<file path="src/rtl/egcd_pkg.sv">
// egcd_pkg: shared constants and sequencer state type for the extended GCD block.
// No dependencies; imported by egcd_divstep and extended_gcd_top.
package egcd_pkg;

   localparam int EGCD_WIDTH = 32;
   localparam int STEP_W     = 6;
   localparam logic [STEP_W-1:0] STEP_MAX = 6'd63;

   typedef enum logic [5:0] {
      S_IDLE  = 6'b000001,
      S_PREP  = 6'b000010,
      S_START = 6'b000100,
      S_WAIT  = 6'b001000,
      S_FIN   = 6'b010000,
      S_OUT   = 6'b100000
   } state_type;

endpackage

</file>
<file path="src/rtl/egcd_divstep.sv">
// egcd_divstep: one Euclid step - restoring divider, one quotient bit a cycle,
// with two Horner accumulators forming quotient*coef mod 2^WIDTH alongside.
// Depends on egcd_pkg.
module egcd_divstep import egcd_pkg::*; #(
   parameter int WIDTH = EGCD_WIDTH
) (
   input  logic             clock,
   input  logic             reset,
   input  logic             start,
   input  logic [WIDTH-1:0] dividend,
   input  logic [WIDTH-1:0] divisor,
   input  logic [WIDTH-1:0] mul_x,
   input  logic [WIDTH-1:0] mul_y,
   output logic             done,
   output logic [WIDTH-1:0] remainder,
   output logic [WIDTH-1:0] prod_x,
   output logic [WIDTH-1:0] prod_y
);

   localparam int CNT_W = (WIDTH > 1) ? $clog2(WIDTH) : 1;

   logic             busy_ff, busy_in;
   logic             done_ff, done_in;
   logic [CNT_W-1:0] cnt_ff, cnt_in;
   logic [WIDTH-1:0] quo_ff, quo_in;
   logic [WIDTH-1:0] rem_ff, rem_in;
   logic [WIDTH-1:0] dvs_ff, dvs_in;
   logic [WIDTH-1:0] mx_ff, mx_in;
   logic [WIDTH-1:0] my_ff, my_in;
   logic [WIDTH-1:0] accx_ff, accx_in;
   logic [WIDTH-1:0] accy_ff, accy_in;

   logic [WIDTH:0]   shifted;
   logic [WIDTH:0]   trial;
   logic             qbit;

   assign shifted = {rem_ff, quo_ff[WIDTH-1]};
   assign trial   = shifted - {1'b0, dvs_ff};
   assign qbit    = ~trial[WIDTH];

   always_comb begin
      busy_in = busy_ff;
      done_in = 1'b0;
      cnt_in  = cnt_ff;
      quo_in  = quo_ff;
      rem_in  = rem_ff;
      dvs_in  = dvs_ff;
      mx_in   = mx_ff;
      my_in   = my_ff;
      accx_in = accx_ff;
      accy_in = accy_ff;
      if (start) begin
         busy_in = 1'b1;
         cnt_in  = CNT_W'(WIDTH - 1);
         quo_in  = dividend;
         rem_in  = '0;
         dvs_in  = divisor;
         mx_in   = mul_x;
         my_in   = mul_y;
         accx_in = '0;
         accy_in = '0;
      end else if (busy_ff) begin
         quo_in  = {quo_ff[WIDTH-2:0], qbit};
         rem_in  = qbit ? trial[WIDTH-1:0] : shifted[WIDTH-1:0];
         accx_in = {accx_ff[WIDTH-2:0], 1'b0} + (qbit ? mx_ff : '0);
         accy_in = {accy_ff[WIDTH-2:0], 1'b0} + (qbit ? my_ff : '0);
         cnt_in  = cnt_ff - 1'b1;
         if (cnt_ff == '0) begin
            busy_in = 1'b0;
            done_in = 1'b1;
         end
      end
   end

   always_ff @(posedge clock) begin
      if (reset) begin
         busy_ff <= 1'b0;
         done_ff <= 1'b0;
      end else begin
         busy_ff <= busy_in;
         done_ff <= done_in;
      end
      cnt_ff  <= cnt_in;
      quo_ff  <= quo_in;
      rem_ff  <= rem_in;
      dvs_ff  <= dvs_in;
      mx_ff   <= mx_in;
      my_ff   <= my_in;
      accx_ff <= accx_in;
      accy_ff <= accy_in;
   end

   assign done      = done_ff;
   assign remainder = rem_ff;
   assign prod_x    = accx_ff;
   assign prod_y    = accy_ff;

endmodule

</file>
<file path="src/rtl/extended_gcd_top.sv">
// Extended GCD of two signed WIDTH-bit operands: gives gcd(|a|,|b|), Bezout
// coefficients (wrapping mod 2^WIDTH) and the count of nonzero-remainder
// Euclid steps, saturating at 63. One item is handled at a time; req_tready
// is high only when the block is idle. After the input beat the operands
// are registered, then S_PREP takes magnitudes and orders them; a zero
// operand goes straight to S_FIN. Each Euclid step passes through S_START
// and S_WAIT on the shared restoring divider, then S_FIN raises rsp_tvalid.
// The next input beat can be taken only once the result beat has been
// accepted and the block is back in S_IDLE. At WIDTH 32 the worst-case step
// count is 43, for neighbouring Fibonacci operands. The result beat
// is held in an output register until rsp_tready.
// Depends on egcd_pkg and egcd_divstep.
module extended_gcd_top import egcd_pkg::*; #(
   parameter int WIDTH = EGCD_WIDTH
) (
   input  logic clock,
   input  logic reset,
   // first_value, second_value
   input  logic [((2*WIDTH+7)/8)*8-1:0]        req_tdata,
   input  logic                                req_tvalid,
   output logic                                req_tready,
   // divisor, coef_first, coef_second, step_count
   output logic [((3*WIDTH+STEP_W+7)/8)*8-1:0] rsp_tdata,
   output logic                                rsp_tvalid,
   input  logic                                rsp_tready
);

   localparam int RSP_W = ((3*WIDTH+STEP_W+7)/8)*8;

   state_type        state_ff, state_in;
   logic [WIDTH-1:0] a_ff, a_in;
   logic [WIDTH-1:0] b_ff, b_in;
   logic             neg_a_ff, neg_a_in;
   logic             neg_b_ff, neg_b_in;
   logic             swap_ff, swap_in;
   logic [WIDTH-1:0] big_ff, big_in;
   logic [WIDTH-1:0] small_ff, small_in;
   logic [WIDTH-1:0] px_ff, px_in;
   logic [WIDTH-1:0] py_ff, py_in;
   logic [WIDTH-1:0] cx_ff, cx_in;
   logic [WIDTH-1:0] cy_ff, cy_in;
   logic [STEP_W-1:0] steps_ff, steps_in;
   logic [RSP_W-1:0] rsp_data_ff, rsp_data_in;
   logic             rsp_valid_ff, rsp_valid_in;

   logic             req_beat;
   logic [WIDTH-1:0] mag_a, mag_b;
   logic [WIDTH-1:0] fin_x, fin_y, fin_g;
   logic             div_start, div_done;
   logic [WIDTH-1:0] div_rem, div_px, div_py;

   assign req_beat   = req_tvalid & req_tready;
   assign req_tready = (state_ff == S_IDLE);
   assign div_start  = (state_ff == S_START);

   assign mag_a = a_ff[WIDTH-1] ? (WIDTH'(0) - a_ff) : a_ff;
   assign mag_b = b_ff[WIDTH-1] ? (WIDTH'(0) - b_ff) : b_ff;

   egcd_divstep #(
      .WIDTH (WIDTH)
   ) u_divstep (
      .clock     (clock),
      .reset     (reset),
      .start     (div_start),
      .dividend  (big_ff),
      .divisor   (small_ff),
      .mul_x     (cx_ff),
      .mul_y     (cy_ff),
      .done      (div_done),
      .remainder (div_rem),
      .prod_x    (div_px),
      .prod_y    (div_py)
   );

   always_comb begin
      fin_x = swap_ff ? cy_ff : cx_ff;
      fin_y = swap_ff ? cx_ff : cy_ff;
      if (neg_a_ff) begin
         fin_x = WIDTH'(0) - fin_x;
      end
      if (neg_b_ff) begin
         fin_y = WIDTH'(0) - fin_y;
      end
      fin_g = (small_ff == '0) ? big_ff : small_ff;
   end

   always_comb begin
      state_in     = state_ff;
      a_in         = a_ff;
      b_in         = b_ff;
      neg_a_in     = neg_a_ff;
      neg_b_in     = neg_b_ff;
      swap_in      = swap_ff;
      big_in       = big_ff;
      small_in     = small_ff;
      px_in        = px_ff;
      py_in        = py_ff;
      cx_in        = cx_ff;
      cy_in        = cy_ff;
      steps_in     = steps_ff;
      rsp_data_in  = rsp_data_ff;
      rsp_valid_in = rsp_valid_ff;
      case (state_ff)
         S_IDLE: begin
            if (req_beat) begin
               a_in     = req_tdata[WIDTH-1:0];
               b_in     = req_tdata[2*WIDTH-1:WIDTH];
               state_in = S_PREP;
            end
         end
         S_PREP: begin
            neg_a_in = a_ff[WIDTH-1];
            neg_b_in = b_ff[WIDTH-1];
            steps_in = '0;
            if (mag_a < mag_b) begin
               swap_in  = 1'b1;
               big_in   = mag_b;
               small_in = mag_a;
            end else begin
               swap_in  = 1'b0;
               big_in   = mag_a;
               small_in = mag_b;
            end
            if (small_in == '0) begin
               // one or both operands zero
               cx_in    = WIDTH'(big_in != '0);
               cy_in    = '0;
               state_in = S_FIN;
            end else begin
               px_in    = WIDTH'(1);
               py_in    = '0;
               cx_in    = '0;
               cy_in    = WIDTH'(1);
               state_in = S_START;
            end
         end
         S_START: begin
            state_in = S_WAIT;
         end
         S_WAIT: begin
            if (div_done) begin
               if (div_rem == '0) begin
                  state_in = S_FIN;
               end else begin
                  px_in    = cx_ff;
                  py_in    = cy_ff;
                  cx_in    = px_ff - div_px;
                  cy_in    = py_ff - div_py;
                  big_in   = small_ff;
                  small_in = div_rem;
                  if (steps_ff != STEP_MAX) begin
                     steps_in = steps_ff + 1'b1;
                  end
                  state_in = S_START;
               end
            end
         end
         S_FIN: begin
            rsp_data_in = '0;
            rsp_data_in[WIDTH-1:0]         = fin_g;
            rsp_data_in[2*WIDTH-1:WIDTH]   = fin_x;
            rsp_data_in[3*WIDTH-1:2*WIDTH] = fin_y;
            rsp_data_in[3*WIDTH+STEP_W-1:3*WIDTH] = steps_ff;
            rsp_valid_in = 1'b1;
            state_in     = S_OUT;
         end
         S_OUT: begin
            if (rsp_tready) begin
               rsp_valid_in = 1'b0;
               state_in     = S_IDLE;
            end
         end
         default: begin
            state_in     = S_IDLE;
            rsp_valid_in = 1'b0;
         end
      endcase
   end

   always_ff @(posedge clock) begin
      if (reset) begin
         state_ff     <= S_IDLE;
         rsp_valid_ff <= 1'b0;
      end else begin
         state_ff     <= state_in;
         rsp_valid_ff <= rsp_valid_in;
      end
      a_ff        <= a_in;
      b_ff        <= b_in;
      neg_a_ff    <= neg_a_in;
      neg_b_ff    <= neg_b_in;
      swap_ff     <= swap_in;
      big_ff      <= big_in;
      small_ff    <= small_in;
      px_ff       <= px_in;
      py_ff       <= py_in;
      cx_ff       <= cx_in;
      cy_ff       <= cy_in;
      steps_ff    <= steps_in;
      rsp_data_ff <= rsp_data_in;
   end

   assign rsp_tdata  = rsp_data_ff;
   assign rsp_tvalid = rsp_valid_ff;

   // never take a new beat while a result is still on offer
   a_no_overlap: assert property (@(posedge clock) disable iff (reset)
      rsp_valid_ff |-> !req_tready)
      else $error("input accepted while result pending");

   // the divider only ever finishes while the sequencer is waiting on it
   a_done_in_wait: assert property (@(posedge clock) disable iff (reset)
      div_done |-> (state_ff == S_WAIT))
      else $error("divider done outside wait state");

   // a Euclid step is never started with a zero divisor
   a_div_nonzero: assert property (@(posedge clock) disable iff (reset)
      div_start |-> (small_ff != '0))
      else $error("divide step started with zero divisor");

   // result register is only released by a completed output beat
   a_rsp_release: assert property (@(posedge clock) disable iff (reset)
      $fell(rsp_valid_ff) |-> $past(rsp_tready))
      else $error("result dropped without handshake");

endmodule
</file>
<file path="config.mk">
export PLATFORM = sky130hd
export DESIGN_NAME = extended_gcd_top
export DESIGN_NICKNAME = d
export VERILOG_FILES = /design/src/rtl/egcd_pkg.sv /design/src/rtl/egcd_divstep.sv /design/src/rtl/extended_gcd_top.sv
export SDC_FILE = /design/constraint.sdc
export NUM_CORES = 1
export LEC_CHECK = 0
export BUFFER_PORTS_ARGS = -buffer_cell sky130_fd_sc_hd__buf_4
export CORE_MARGIN = 2
export CORE_UTILIZATION = 62
export DETAILED_ROUTE_END_ITERATION = 12
export PLACE_DENSITY = 0.91
export SYNTH_ARGS = -nofsm -noshare
export SYNTH_HDL_FRONTEND = slang
export SYNTH_SLANG_ARGS = --single-unit
export TNS_END_PERCENT = 100
</file>
<file path="constraint.sdc">
create_clock -name clock -period 24.5 [get_ports clock]
set_input_delay 4.9 -clock clock [delete_from_list [all_inputs] [get_ports clock]]
set_output_delay 4.9 -clock clock [all_outputs]
set_load 0.01 [all_outputs]
</file>
==> impl_metrics.py <==
metrics = {
    "clock_network": {
        "tritoncts": "yes",
        "cts_max_level": 2,
        "post_cts_buffers": 0,
        "cts_buffers": 60,
        "clk_latency_ns": 0.66,
        "clock-sinks": 605,
        "clock_path_buffers": 3,
        "cts_resized": 0,
        "cts_hold_buf": 0,
        "root_buffer": "clkbuf_16",
        "clk_pin_slew_ns": 0.07,
    },
    "finish": {
        "seqCellArea_um2": 17100,
        "drive_gt1_share_pct": 11.3,
        "multiInputGateArea_um2": 16600,
        "fill_cells": 3770,
        "layout_commonest_cell": "edfxtp_1",
        "fin_nets": 3736,
        "stdcell_count": 4271,
        "mostFrequentLayoutCells": "edfxtp_1, nor2_1, nand2_1",
        "syn_to_final_growth_pct": 11.5,
    },
    "worst_setup_path": {
        "criticalPathCategory": "reg -> reg",
        "cp_top_family": "compound AO/OA/AOI/OAI gates",
        "crit_path_max_fanout": 80,
        "cpPeakStageDelay_ns": 0.84,
        "required_ns": 25.05,
        "critPathSlowestCell": "buf_4",
        "end_kind": "flip-flop",
        "worst-path-buf-inv": 1,
        "critPathArrivalTime_ns": 8.47,
        "cp-start-kind": "flip-flop",
    },
    "detailed_routing": {
        "detail_route.wl_per_cell_um": 21.1,
        "routed_wl_um": 90300,
        "drc_errors": 0,
        "drtIter0Drc": 3241,
        "firstDrtPassIters": 7,
        "postRouteAntennaNets": 0,
        "viasPerCell": 6.35,
        "num_vias": 27100,
    },
    "floorplanning": {
        "io_pins": 174,
        "die_x_um": 241,
        "rows": 86,
        "coreArea_um2": 55300,
        "die_h_um": 241,
        "start_util_pct": 62.9,
        "die_area_um2": 58000,
    },
    "synth": {
        "synthesis.instances": 3338,
        "synth_top_area_cell": "edfxtp_1",
        "ys_ff_latch": 605,
        "synth_top_area_share_pct": 42.7,
        "synthArstFlopShare_pct": 0,
        "syn_avg_cell_area_um2": 10.4,
        "synth_area_leaders": "edfxtp_1, ha_1, dfxtp_1",
        "synthesis.yosys.warnings": 0,
        "synth_area_um2": 34800,
        "yosys_most_used_dff": "edfxtp_1",
        "yosysSeqAreaShare_pct": 49.1,
        "synth.distinct_cells": 89,
        "synth_edf_count": 495,
    },
    "sta": {
        "relSlewSlack_pct": 25.0,
        "setup_violations": 0,
        "tns_ns": 0,
        "hold_violations": 0,
        "fin_crit_ns": 7.92,
        "setup_ws_ns": 16.58,
        "final_max_slew_viol_count": 0,
        "max_freq_mhz": 126,
        "rsz0062_at_grt": "no",
        "skew_ns": 0.0507,
        "post-route-period-util_pct": 32.3,
        "tightest_slew_ns": 1.13,
    },
    "placed_design": {
        "gp_congestion": 0.967,
        "dp_hpwl_um": 61400,
        "place_inst": 4158,
        "portBuffers": 171,
        "dp_slack_ns": 16.78,
    },
    "worst_hold_path": {
        "hold_path_class": "reg -> reg",
    },
    "global_route": {
        "grt_pass1_wl_um": 141000,
        "grt_max_degree": 196,
        "grt_pass1_vias": 25900,
        "grt_overflow": 0,
        "antenna_found_initial": 2,
        "grt_util_all_layers_pct": 30.9,
    },
    "run_status": {
        "status": "completed",
    },
    "power": {
        "ir_worst_vdd_mv": 0.0846,
        "power.density_nw_per_um2": 92.4,
        "p_leak_nw": 15.5,
    },
    "job": {
        "max-cap-violations": 0,
    },
}
[sequential cells by signal (all words and copies together), names as in the netlist, 32 cells and up]
name,flops
rsp_tdata,102
a_ff,32
b_ff,32
big_ff,32
cx_ff,32
cy_ff,32
px_ff,32
py_ff,32
small_ff,32
u_divstep.dvs_ff,32
u_divstep.mx_ff,32
u_divstep.my_ff,32
u_divstep.prod_x,32
u_divstep.prod_y,32
u_divstep.quo_ff,32
u_divstep.remainder,32
[per-stage QoR]
stage               power (mW)  hold slack, ns  util [%]  instance area, um2
finish                    3.58           0.497      70.1               38800
floorplan                 2.33           0.424         -               34800
global placement          2.56           0.459      66.5               36800
detailed placement        2.61           0.466      66.5               36800
global route              3.77           0.526      70.1               38800
CTS                       3.56           0.502      70.1               38800
[metal layers]
layer | track usage, % | up-vias | share of wire, %
met3 | 5.19 | 237 | 9.9
met5 | 0 | - | 0.014
met2 | 49.2 | 1522 | 46
met1 | 42.8 | 13000 | 40
li1 | - | 12400 | -
met4 | 11.8 | 2 | 3.5
[worst min-delay path: cells and delay by family (launching register included)]
kind | cells | cell delay [ns]
compound gates | 1 | 0.07
flops | 1 | 0.32
simple gates | 1 | 0.05
[cells in the mapped netlist, drive strengths merged, types with 21 or more instances]
| cell type | number |
|---|---|
| edfxtp | 495 |
| clkbuf | 86 |
| dfxtp | 110 |
| a211oi | 35 |
| nor2b | 30 |
| xor2 | 130 |
| ha | 191 |
| nand4 | 27 |
| and3 | 21 |
| o21a | 37 |
| mux2i | 142 |
| buf | 36 |
| mux2 | 63 |
| nand2 | 255 |
| nor3 | 103 |
| a21oi | 229 |
| o31ai | 25 |
| nand3 | 49 |
| o21ai | 142 |
| nor4 | 27 |
| a21o | 106 |
| inv | 187 |
| and2 | 136 |
| nand2b | 35 |
| nor2 | 298 |
| a31oi | 22 |
| xnor2 | 110 |
[worst paths after layout]
kind | depth (start not counted) | slack, ns | start | end
setup reg to reg | 26 | 16.58 | u_divstep.dvs_ff[0] | u_divstep.prod_y[31]
hold / removal | 2 | 0.50 | u_divstep.prod_x[31] | u_divstep.prod_x[31]
hold reg to reg | 2 | 0.50 | u_divstep.prod_x[31] | u_divstep.prod_x[31]
setup / recovery | 26 | 16.58 | u_divstep.dvs_ff[0] | u_divstep.prod_y[31]
[final cells by class]
type,instances,share of cell area [%]
Sequential cell,605,44.0
Tap cell,748,2.41
Clock inverter,33,0.952
Inverter,188,1.83
Antenna cell,1,0.00645
Timing Repair Buffer,193,3.77
Clock buffer,79,4.24
Multi-Input combinational cell,2424,42.8
[logic make-up (layout without fill, tap and decap cells)]
logic type | Yosys count | after routing | share of synthesized area [%]
multiplexers | 205 | 205 | 6.13
AND/OR/NAND/NOR | 1068 | 1068 | 15.1
XOR/XNOR | 240 | 240 | 6.06
other | 1 | 3 | 0.0108
AO/OA/AOI/OAI | 713 | 713 | 13.0
flip-flops | 605 | 605 | 49.1
buffers and inverters | 310 | 493 | 3.42
adder cells (fa/ha/maj) | 196 | 196 | 7.16
[where the power goes]
group,switching [mW],internal (mW)
combinational,0.746,0.571
clock,0.414,0.529
sequential,0.106,1.22
Note: power is estimated with default switching activity, not from simulation.
